==> src/rtl/core/iirdf1_pkg.sv <==
package iirdf1_pkg;

   // Filter size and coefficient format.
   localparam int TAPS           = 9;
   localparam int COEF_FRAC_BITS = 24;
   localparam int HIST           = TAPS - 1;
   localparam int TABLE_LEN      = 16;

   // Field and word widths.
   localparam int SAMPLE_W   = 16;
   localparam int HIST_W     = 32;
   localparam int COEF_W     = 32;
   localparam int OUT_FRAC   = HIST_W - SAMPLE_W;

   // Digit-serial multiplier: one digit of the data operand per cycle.
   localparam int DIGIT_W    = 8;
   localparam int FF_DIGITS  = SAMPLE_W / DIGIT_W;
   localparam int FB_DIGITS  = HIST_W / DIGIT_W;
   localparam int DIG_CNT_W  = $clog2(FB_DIGITS);
   localparam int PART_W     = COEF_W + DIGIT_W + 1;
   localparam int PROD_W     = COEF_W + HIST_W;

   // Term sequencing: TAPS feed-forward terms followed by HIST feedback terms.
   localparam int NTERM      = 2 * TAPS - 1;
   localparam int TERM_W     = $clog2(NTERM);
   localparam int HIDX_W     = (HIST > 1) ? $clog2(HIST) : 1;
   localparam int COEF_IDX_W = $clog2(TABLE_LEN);

   // Every aligned product stays below 2**(62-COEF_FRAC_BITS) in magnitude,
   // and at most 31 of them are summed.
   localparam int ACC_W      = 68 - COEF_FRAC_BITS;

   // Shift that brings a feed-forward product to 16 fraction bits.
   localparam int FF_SHR     = (COEF_FRAC_BITS >= OUT_FRAC) ? COEF_FRAC_BITS - OUT_FRAC : 0;
   localparam int FF_SHL     = (COEF_FRAC_BITS < OUT_FRAC) ? OUT_FRAC - COEF_FRAC_BITS : 0;

   // Round a decimal coefficient mag / 10**dexp to fixed point, ties away from
   // zero, and saturate it to the signed coefficient range.
   function automatic logic signed [COEF_W-1:0] coef_fixed(
      input logic [29:0] mag,
      input logic        neg,
      input logic [3:0]  dexp
   );
      logic [63:0] num;
      logic [63:0] q;
      num = {34'd0, mag} << COEF_FRAC_BITS;
      case (dexp)
         4'd7:    q = (num + 64'd5000000) / 64'd10000000;
         4'd8:    q = (num + 64'd50000000) / 64'd100000000;
         4'd9:    q = (num + 64'd500000000) / 64'd1000000000;
         4'd10:   q = (num + 64'd5000000000) / 64'd10000000000;
         default: q = num;
      endcase
      if (neg) begin
         if (q > 64'h8000_0000) q = 64'h8000_0000;
         coef_fixed = ~q[COEF_W-1:0] + COEF_W'(1);
      end else begin
         if (q > 64'h7FFF_FFFF) q = 64'h7FFF_FFFF;
         coef_fixed = q[COEF_W-1:0];
      end
   endfunction

   // Feed-forward coefficients b[0..15]; entries past the ninth are zero.
   localparam logic signed [COEF_W-1:0] FF_COEF [TABLE_LEN] = '{
      coef_fixed(30'd985496564, 1'b0, 4'd10),
      coef_fixed(30'd772311598, 1'b1, 4'd9),
      coef_fixed(30'd266384542, 1'b0, 4'd8),
      coef_fixed(30'd528134630, 1'b1, 4'd8),
      coef_fixed(30'd658252588, 1'b0, 4'd8),
      coef_fixed(30'd528134630, 1'b1, 4'd8),
      coef_fixed(30'd266384542, 1'b0, 4'd8),
      coef_fixed(30'd772311598, 1'b1, 4'd9),
      coef_fixed(30'd985496564, 1'b0, 4'd10),
      {COEF_W{1'b0}}, {COEF_W{1'b0}}, {COEF_W{1'b0}}, {COEF_W{1'b0}},
      {COEF_W{1'b0}}, {COEF_W{1'b0}}, {COEF_W{1'b0}}
   };

   // Feedback coefficients a[0..15]; a[0] is implied and never used.
   localparam logic signed [COEF_W-1:0] FB_COEF [TABLE_LEN] = '{
      {COEF_W{1'b0}},
      coef_fixed(30'd780973974, 1'b1, 4'd8),
      coef_fixed(30'd268412482, 1'b0, 4'd7),
      coef_fixed(30'd530198282, 1'b1, 4'd7),
      coef_fixed(30'd658319005, 1'b0, 4'd7),
      coef_fixed(30'd526124756, 1'b1, 4'd7),
      coef_fixed(30'd264303907, 1'b0, 4'd7),
      coef_fixed(30'd763111434, 1'b1, 4'd8),
      coef_fixed(30'd969621051, 1'b0, 4'd9),
      {COEF_W{1'b0}}, {COEF_W{1'b0}}, {COEF_W{1'b0}}, {COEF_W{1'b0}},
      {COEF_W{1'b0}}, {COEF_W{1'b0}}, {COEF_W{1'b0}}
   };

   // Per-digit control that travels with each multiplier operand.
   typedef struct packed {
      logic vld;
      logic first;
      logic last;
      logic fb;
      logic item_first;
      logic item_last;
   } mac_flags_type;

   // One digit step: coefficient, signed data digit and control.
   typedef struct packed {
      mac_flags_type              flags;
      logic signed [COEF_W-1:0]   coef;
      logic signed [DIGIT_W:0]    digit;
   } mac_op_type;

   // A finished Q15.16 filter output.
   typedef struct packed {
      logic                     vld;
      logic signed [HIST_W-1:0] y;
   } mac_res_type;

endpackage

==> src/rtl/core/iirdf1_req_if.sv <==
interface iirdf1_req_if;
   import iirdf1_pkg::*;

   logic                       valid;
   logic                       ready;
   logic signed [SAMPLE_W-1:0] in_sample;

   modport source (output valid, output in_sample, input ready);
   modport sink (input valid, input in_sample, output ready);

endinterface

==> src/rtl/core/iirdf1_rsp_if.sv <==
interface iirdf1_rsp_if;
   import iirdf1_pkg::*;

   logic                       valid;
   logic                       ready;
   logic signed [SAMPLE_W-1:0] out_sample;

   modport source (output valid, output out_sample, input ready);
   modport sink (input valid, input out_sample, output ready);

endinterface

==> src/rtl/core/iirdf1_mac.sv <==
module iirdf1_mac (
   input  logic                     clock,
   input  logic                     reset,
   input  iirdf1_pkg::mac_op_type   op,
   output iirdf1_pkg::mac_res_type  res
);
   import iirdf1_pkg::*;

   localparam logic signed [ACC_W-1:0] Y_MAX =
      {{(ACC_W - HIST_W + 1){1'b0}}, {(HIST_W - 1){1'b1}}};
   localparam logic signed [ACC_W-1:0] Y_MIN =
      {{(ACC_W - HIST_W + 1){1'b1}}, {(HIST_W - 1){1'b0}}};

   logic signed [PART_W-1:0] part_in, part_ff;
   mac_flags_type            fl1_ff, fl2_ff;
   logic signed [PROD_W-1:0] part_ext;
   logic signed [PROD_W-1:0] prod_in, prod_ff;
   logic signed [PROD_W-1:0] aligned;
   logic signed [ACC_W-1:0]  term_val;
   logic signed [ACC_W-1:0]  acc_base;
   logic signed [ACC_W-1:0]  acc_in, acc_ff;
   logic                     done3_ff;
   logic signed [HIST_W-1:0] y_in, y_ff;
   logic                     done4_ff;

   // Stage 1: coefficient times one signed data digit.
   assign part_in = PART_W'(op.coef) * PART_W'(op.digit);

   // Stage 2: most significant digit first, so the running product moves
   // up one digit before each new partial product is added.
   assign part_ext = PROD_W'(part_ff);
   assign prod_in  = fl1_ff.first ? part_ext : (prod_ff <<< DIGIT_W) + part_ext;

   // Stage 3: bring the finished product to 16 fraction bits (floor) and
   // add it to the sum, or subtract it for a feedback term.
   always_comb begin
      if (fl2_ff.fb) begin
         aligned = prod_ff >>> COEF_FRAC_BITS;
      end else begin
         aligned = (prod_ff >>> FF_SHR) <<< FF_SHL;
      end
      term_val = ACC_W'(aligned);
      acc_base = fl2_ff.item_first ? {ACC_W{1'b0}} : acc_ff;
      acc_in   = fl2_ff.fb ? acc_base - term_val : acc_base + term_val;
   end

   // Stage 4: saturate the sum to the 32-bit output history format.
   always_comb begin
      if (acc_ff > Y_MAX) begin
         y_in = Y_MAX[HIST_W-1:0];
      end else if (acc_ff < Y_MIN) begin
         y_in = Y_MIN[HIST_W-1:0];
      end else begin
         y_in = acc_ff[HIST_W-1:0];
      end
   end

   // Pipeline control.
   always_ff @(posedge clock) begin
      if (reset) begin
         fl1_ff   <= '0;
         fl2_ff   <= '0;
         done3_ff <= 1'b0;
         done4_ff <= 1'b0;
      end else begin
         fl1_ff   <= op.flags;
         fl2_ff   <= fl1_ff;
         done3_ff <= fl2_ff.vld && fl2_ff.last && fl2_ff.item_last;
         done4_ff <= done3_ff;
      end
   end

   // Datapath registers.
   always_ff @(posedge clock) begin
      part_ff <= part_in;
      if (fl1_ff.vld) prod_ff <= prod_in;
      if (fl2_ff.vld && fl2_ff.last) acc_ff <= acc_in;
      if (done3_ff) y_ff <= y_in;
   end

   assign res.vld = done4_ff;
   assign res.y   = y_ff;

endmodule

==> src/rtl/core/iirdf1_seq.sv <==
module iirdf1_seq (
   input  logic                                   clock,
   input  logic                                   reset,
   input  logic                                   req_valid,
   output logic                                   req_ready,
   input  logic signed [iirdf1_pkg::SAMPLE_W-1:0] req_sample,
   output iirdf1_pkg::mac_op_type                 op,
   input  iirdf1_pkg::mac_res_type                res,
   output iirdf1_pkg::mac_res_type                hold,
   input  logic                                   take
);
   import iirdf1_pkg::*;

   typedef enum logic [1:0] {
      ST_IDLE,
      ST_ISSUE,
      ST_DRAIN,
      ST_HOLD
   } state_type;

   state_type                  state_ff, state_in;
   logic [TERM_W-1:0]          term_ff, term_in;
   logic [DIG_CNT_W-1:0]       dig_ff, dig_in;
   logic                       first_ff, first_in;
   logic [HIST_W-1:0]          opnd_ff, opnd_in;
   logic signed [SAMPLE_W-1:0] x_ff, x_in;
   logic signed [SAMPLE_W-1:0] x_hist_ff [HIST];
   logic signed [SAMPLE_W-1:0] x_hist_in [HIST];
   logic signed [HIST_W-1:0]   y_hist_ff [HIST];
   logic signed [HIST_W-1:0]   y_hist_in [HIST];
   logic signed [HIST_W-1:0]   y_hold_ff, y_hold_in;

   logic                       term_fb;
   logic                       term_last;
   logic [COEF_IDX_W-1:0]      coef_idx;
   logic                       next_fb;
   logic [HIDX_W-1:0]          x_idx;
   logic [HIDX_W-1:0]          y_idx;
   logic [HIST_W-1:0]          next_opnd;

   // Which coefficient and history entry belong to the current term.
   always_comb begin
      term_fb   = term_ff > TERM_W'(HIST);
      term_last = term_ff == TERM_W'(NTERM - 1);
      coef_idx  = term_fb ? COEF_IDX_W'(term_ff - TERM_W'(HIST)) : COEF_IDX_W'(term_ff);
      next_fb   = term_ff >= TERM_W'(HIST);
      x_idx     = HIDX_W'(term_ff);
      y_idx     = HIDX_W'(term_ff - TERM_W'(HIST));
      next_opnd = next_fb ? y_hist_ff[y_idx]
                          : {x_hist_ff[x_idx], {(HIST_W - SAMPLE_W){1'b0}}};
   end

   // Digit stream to the multiplier: the top digit of the operand shift
   // register, signed on the first digit of a term.
   always_comb begin
      op.flags.vld        = state_ff == ST_ISSUE;
      op.flags.first      = first_ff;
      op.flags.last       = dig_ff == '0;
      op.flags.fb         = term_fb;
      op.flags.item_first = term_ff == '0;
      op.flags.item_last  = term_last;
      op.coef             = term_fb ? FB_COEF[coef_idx] : FF_COEF[coef_idx];
      op.digit            = {first_ff & opnd_ff[HIST_W-1], opnd_ff[HIST_W-1 -: DIGIT_W]};
   end

   assign req_ready = state_ff == ST_IDLE;
   assign hold.vld  = state_ff == ST_HOLD;
   assign hold.y    = y_hold_ff;

   // Sequencer next state.
   always_comb begin
      state_in  = state_ff;
      term_in   = term_ff;
      dig_in    = dig_ff;
      first_in  = first_ff;
      opnd_in   = opnd_ff;
      x_in      = x_ff;
      x_hist_in = x_hist_ff;
      y_hist_in = y_hist_ff;
      y_hold_in = y_hold_ff;
      case (state_ff)
         ST_IDLE: begin
            if (req_valid) begin
               x_in     = req_sample;
               term_in  = '0;
               dig_in   = DIG_CNT_W'(FF_DIGITS - 1);
               first_in = 1'b1;
               opnd_in  = {req_sample, {(HIST_W - SAMPLE_W){1'b0}}};
               state_in = ST_ISSUE;
            end
         end
         ST_ISSUE: begin
            if (dig_ff != '0) begin
               dig_in   = dig_ff - DIG_CNT_W'(1);
               opnd_in  = opnd_ff << DIGIT_W;
               first_in = 1'b0;
            end else if (term_last) begin
               state_in = ST_DRAIN;
            end else begin
               term_in  = term_ff + TERM_W'(1);
               first_in = 1'b1;
               opnd_in  = next_opnd;
               dig_in   = next_fb ? DIG_CNT_W'(FB_DIGITS - 1) : DIG_CNT_W'(FF_DIGITS - 1);
            end
         end
         ST_DRAIN: begin
            // The output is final: age both histories by one sample.
            if (res.vld) begin
               y_hold_in    = res.y;
               x_hist_in[0] = x_ff;
               y_hist_in[0] = res.y;
               for (int i = 1; i < HIST; i++) begin
                  x_hist_in[i] = x_hist_ff[i-1];
                  y_hist_in[i] = y_hist_ff[i-1];
               end
               state_in = ST_HOLD;
            end
         end
         ST_HOLD: begin
            if (take) state_in = ST_IDLE;
         end
         default: begin
            state_in = ST_IDLE;
         end
      endcase
   end

   // State, histories and sequencing registers.
   always_ff @(posedge clock) begin
      if (reset) begin
         state_ff <= ST_IDLE;
         for (int i = 0; i < HIST; i++) begin
            x_hist_ff[i] <= '0;
            y_hist_ff[i] <= '0;
         end
      end else begin
         state_ff  <= state_in;
         term_ff   <= term_in;
         dig_ff    <= dig_in;
         first_ff  <= first_in;
         opnd_ff   <= opnd_in;
         x_ff      <= x_in;
         x_hist_ff <= x_hist_in;
         y_hist_ff <= y_hist_in;
         y_hold_ff <= y_hold_in;
      end
   end

endmodule

==> src/rtl/core/iir_direct_form1_order8_top.sv <==
// Eighth-order direct-form-I IIR filter, one signed 16-bit sample in and one
// rounded, saturated 16-bit sample out per transaction.
// Channels: req_chan carries in_sample, rsp_chan carries out_sample; each
// transaction completes on a clock edge where valid and ready are both high.
// Every input transaction yields exactly one output transaction, in order.
// Work per sample: one shared 32 x 9 multiplier takes one 8-bit digit of the
// data operand per cycle, two digits for each of the TAPS input terms and four
// for each of the TAPS-1 output-history terms, followed by a four-stage
// product, align, accumulate and saturate pipeline.
// One sample is in work at a time: req_chan.ready is high only while no
// sample is in work.
// Reset (synchronous, active high) clears both histories to zero and empties
// the block; req_chan.ready is high on the first cycle after it.
// If the receiver stalls, the result waits in the output register and one
// more finished sample can wait inside; further inputs then wait.
module iir_direct_form1_order8_top (
   input  logic                clock,
   input  logic                reset,
   iirdf1_req_if.sink          req_chan,
   iirdf1_rsp_if.source        rsp_chan
);
   import iirdf1_pkg::*;

   mac_op_type                 op;
   mac_res_type                res;
   mac_res_type                hold;
   logic                       take;
   logic signed [HIST_W:0]     rnd_sum;
   logic signed [SAMPLE_W:0]   rnd_hi;
   logic signed [SAMPLE_W-1:0] sat_sample;
   logic                       out_vld_ff;
   logic signed [SAMPLE_W-1:0] out_sample_ff;

   iirdf1_seq u_seq (
      .clock      (clock),
      .reset      (reset),
      .req_valid  (req_chan.valid),
      .req_ready  (req_chan.ready),
      .req_sample (req_chan.in_sample),
      .op         (op),
      .res        (res),
      .hold       (hold),
      .take       (take)
   );

   iirdf1_mac u_mac (
      .clock (clock),
      .reset (reset),
      .op    (op),
      .res   (res)
   );

   // Round Q15.16 to an integer (add one half, floor) and saturate to 16 bits.
   always_comb begin
      rnd_sum = {hold.y[HIST_W-1], hold.y} + (HIST_W + 1)'(1 << (OUT_FRAC - 1));
      rnd_hi  = rnd_sum[HIST_W:OUT_FRAC];
      if (rnd_hi[SAMPLE_W] != rnd_hi[SAMPLE_W-1]) begin
         sat_sample = rnd_hi[SAMPLE_W] ? {1'b1, {(SAMPLE_W - 1){1'b0}}}
                                       : {1'b0, {(SAMPLE_W - 1){1'b1}}};
      end else begin
         sat_sample = rnd_hi[SAMPLE_W-1:0];
      end
   end

   // Output register loads when it is empty or being emptied.
   assign take = hold.vld && (!out_vld_ff || rsp_chan.ready);

   always_ff @(posedge clock) begin
      if (reset) begin
         out_vld_ff <= 1'b0;
      end else if (take) begin
         out_vld_ff <= 1'b1;
      end else if (rsp_chan.ready) begin
         out_vld_ff <= 1'b0;
      end
   end

   always_ff @(posedge clock) begin
      if (take) out_sample_ff <= sat_sample;
   end

   assign rsp_chan.valid      = out_vld_ff;
   assign rsp_chan.out_sample = out_sample_ff;

endmodule

==> src/flat_wrapper.sv <==
// flat-port wrapper written by rule: the top's interface ports become plain ports
module iir_direct_form1_order8_top_flat import iirdf1_pkg::*;
  (clock, reset, req_chan_valid, req_chan_in_sample, req_chan_ready, rsp_chan_valid, rsp_chan_out_sample, rsp_chan_ready);
  iirdf1_req_if req_chan_i ();
  iirdf1_rsp_if rsp_chan_i ();
  input  logic clock;
  input  logic reset;
  input wire logic [$bits(req_chan_i.valid)-1:0] req_chan_valid;
  input wire logic [$bits(req_chan_i.in_sample)-1:0] req_chan_in_sample;
  output wire logic [$bits(req_chan_i.ready)-1:0] req_chan_ready;
  output wire logic [$bits(rsp_chan_i.valid)-1:0] rsp_chan_valid;
  output wire logic [$bits(rsp_chan_i.out_sample)-1:0] rsp_chan_out_sample;
  input wire logic [$bits(rsp_chan_i.ready)-1:0] rsp_chan_ready;
  assign req_chan_i.valid = req_chan_valid;
  assign req_chan_i.in_sample = req_chan_in_sample;
  assign req_chan_ready = req_chan_i.ready;
  assign rsp_chan_valid = rsp_chan_i.valid;
  assign rsp_chan_out_sample = rsp_chan_i.out_sample;
  assign rsp_chan_i.ready = rsp_chan_ready;
  iir_direct_form1_order8_top u_core (.clock(clock), .reset(reset), .req_chan(req_chan_i), .rsp_chan(rsp_chan_i));
endmodule
==> config.mk <==
export PLATFORM = sky130hd
export DESIGN_NAME = iir_direct_form1_order8_top_flat
export DESIGN_NICKNAME = d
export VERILOG_FILES = /design/src/rtl/core/iirdf1_pkg.sv /design/src/rtl/core/iirdf1_req_if.sv /design/src/rtl/core/iirdf1_rsp_if.sv /design/src/rtl/core/iirdf1_mac.sv /design/src/rtl/core/iirdf1_seq.sv /design/src/rtl/core/iir_direct_form1_order8_top.sv /design/src/flat_wrapper.sv
export SDC_FILE = /design/constraint.sdc
export NUM_CORES = 2
export LEC_CHECK = 0
export ABC_AREA = 1
export BUFFER_PORTS_ARGS = -buffer_cell sky130_fd_sc_hd__buf_2
export CELL_PAD_IN_SITES_DETAIL_PLACEMENT = 1
export CELL_PAD_IN_SITES_GLOBAL_PLACEMENT = 2
export CORE_MARGIN = 2
export CORE_UTILIZATION = 35
export CTS_CLUSTER_DIAMETER = 100
export DETAILED_ROUTE_END_ITERATION = 10
export PLACE_DENSITY = 0.74
export SYNTH_ARGS = -nofsm -noshare
export SYNTH_HDL_FRONTEND = slang
export SYNTH_SLANG_ARGS = --single-unit
==> constraint.sdc <==
create_clock -name clock -period 9.17 [get_ports clock]
set_input_delay 0.917 -clock clock [delete_from_list [all_inputs] [get_ports clock]]
set_output_delay 0.917 -clock clock [all_outputs]
set_load 0.01 [all_outputs]
==> results.md <==
- Initial antenna violation count: 1
- Area delta synth->final: 10.3%
- Most common cell after layout, fill and taps aside: nand2_1
- CTS clock-pin slew for the worst setup and hold paths: 0.06 ns
- CTS buffer count: 82
- Setup violators final: 0
- Worst slew pin tran: 1.04 ns
- Crit Path Category: register to register
- Initial DRT Pass Iterations: 5
- Mapped Nets: 6,542
- Vias in the first global route: 41,944
- Initial core utilization: 0.354
- Fmax achieved: 123 MHz
- Syn_area_per_cell: 7.42 µm²
- Routed met1 length: 73.8 mm
- Core area: 128,000 µm²
- Placed Instances: 7,575
- Die height: 364 µm
- Yosys cell types: 57
- CP max FO: 16
- Vias per cell: 5.18
- DR WL met3: 4.44 mm
- Cells after synthesis: 6,094
- Hpwl dp: 113 mm
- Post-CTS resize count: 0
- Slowest CP cell: o21ai_0
- Crit start category: register
- Tcrit/Tclk final: 0.888
- CTS tree: yes
- Area leader, netlist: dfxtp_1
- Initial DRC count: 2,333
- WP data required: 9.74 ns
- Area of the multi-input gates: 26,000 µm²
- Min-Delay Path Class: register to register
- Routed wl met2: 73.9 mm
- Highest metal used: met4
- Clock Path Buffers: 3
- Syn. warnings: 0
- Total gr overflow: 0
- Post CTS Setup Buffer Count: 0
- Io pins: 38
- Final ANT Viol Nets: 0
- Final cell count without fillers: 7,729
- Post-Route WL: 155 mm
- DR DRC count: 0
- RSZ-0062 raised after global routing: false
- Relative slew slack: 0.301
- Placed inst area: 46,900 µm²
- Final critical path time including I/O delays and setup: 8.14 ns
- Hold Fails Final Rpt: 0
- CP arrival: 8.71 ns
- H-tree Lvls: 3
- Register area: 15,700 µm²
- Most frequent cells in the layout: nand2_1, nor2_1, inv_1, a21oi_1, dfxtp_1
- First-pass GRT wire length: 246 mm
- Routed vias: 40,006
- Row count: 131
- Die Area: 132,000 µm²
- Gpl congestion: 0.849
- Synth area leaders: dfxtp_1, edfxtp_1, nand2_1, fa_1, nor2_1
- Chip Width: 364 µm
- Outcome: finished clean
- # clock sinks: 670
- Max Cap Viol: 0
- Layout Skew: 0.0332 ns
- Total GRT Usage: 0.237
- Fin Hold WS: 0.401 ns
- Max-slew violation count: 0
- PortBufs: 37
- Final Instance Area: 49,900 µm²
- Seq/Total Area, Yosys: 0.347
- Per-cell routed wire length: 20.1 µm
- Cts hold-fix bufs: 0
- Yosys top cell area share: 0.195
- Slowest stage delay, CP: 0.72 ns
- N_diodes: 0
- Root buffer cell: clkbuf_16
- Final nets: 6,445
- Worst skew pair latency: 0.70 ns
- Fillcell total: 15,726
- Layout cells sized above 1: 0.0490
- Synthesized cell area: 45,200 µm²
- Largest net degree at the start of global routing: 206
- Yosys reg bits: 670
- CP endpoint kind: register
- Setup TNS: 0 ns
-- logic make-up (layout without fill, tap and decap cells) --
group / after synthesis / in the layout / share of synthesized area
buffers and inverters: 944 / 917 / 0.0798
AOI/OAI and AO/OA: 1208 / 1208 / 0.152
xor gates and xnor gates: 132 / 132 / 0.0256
adders and majority gates: 428 / 428 / 0.157
DFF: 670 / 670 / 0.347
and+or+nand+nor: 2712 / 2712 / 0.238
-- layout make-up --
type	count	area share
repair buffers	82	0.0112
clock inverters	44	0.0137
clock buffers	110	0.0465
inverters	681	0.0515
multi-input cells	4480	0.521
well taps	1662	0.0417
flip-flops and latches	670	0.315
-- state kept, by name, summed over array words and instances (netlist names), 5 cells and up --
name and flops:
u_core.rsp_chan.out_sample 16, u_core.u_mac.acc_ff 44, u_core.u_mac.fl1_ff 6, u_core.u_mac.fl2_ff 5, u_core.u_mac.part_ff 41, u_core.u_mac.prod_ff 64, u_core.u_mac.y_ff 32, u_core.u_seq.opnd_ff 32
u_core.u_seq.term_ff 5, u_core.u_seq.x_ff 16, u_core.u_seq.x_hist_ff 128, u_core.u_seq.y_hist_ff 256, u_core.u_seq.y_hold_ff 17
-- cells in the mapped netlist (all sizes together) --
library cell,n
clkbuf,227
fa,233
o22ai,5
nor4,12
a22o,9
o311ai,3
nand3,163
nor2,926
edfxtp,229
o211ai,21
nand4,44
nor3b,3
and2,4
a221oi,7
a31oi,24
ha,195
o21ai,392
a21oi,510
or2,14
nor3,41
a21o,16
nand2b,1
clkinv,5
a21boi,18
o221ai,2
xor2,76
and3,1
o2111ai,35
o41ai,2
o21bai,21
dfxtp,441
buf,36
a41oi,8
xnor2,56
o21a,8
inv,676
nand2,1497
o31ai,3
nand3b,6
a211oi,124
-- final timing paths --
check / from / end / slack, ns / depth (start not counted)
max: u_core.u_seq.term_ff[1] / u_core.u_mac.part_ff[25] / 1.03 / 30
min: u_core.u_mac.fl1_ff[0] / u_core.u_mac.fl2_ff[0] / 0.40 / 2
max reg2reg: u_core.u_seq.term_ff[1] / u_core.u_mac.part_ff[25] / 1.03 / 30
min reg2reg: u_core.u_mac.fl1_ff[0] / u_core.u_mac.fl2_ff[0] / 0.40 / 2
-- worst max-delay path, delay by kind of cell, from the launching register on --
family | cells | cell delay, ns
flip-flops | 1 | 0.57
AND/OR/NAND/NOR | 10 | 1.20
buffers and inverters | 7 | 1.30
AO/OA/AOI/OAI | 6 | 1.94
adder cells (fa/ha/maj) | 7 | 2.96
-- stage by stage --
step	setup slack (ns)	utilization
CTS	1.08	0.390
floorplan	1.84	-
global placement	1.27	0.367
finish	1.03	0.390
global route	0.364	0.390
detailed placement	1.10	0.367
-- routing by layer --
layer / GRT usage / vias up
li1: - / 19615
met5: 0 / -
met3: 0.0248 / 147
met2: 0.402 / 466
met4: 0.0526 / 0
met1: 0.324 / 19778
Power is left out: the tool's default activity adds up to more than one toggle a clock period on the data nets, which glitch-free logic cannot reach.
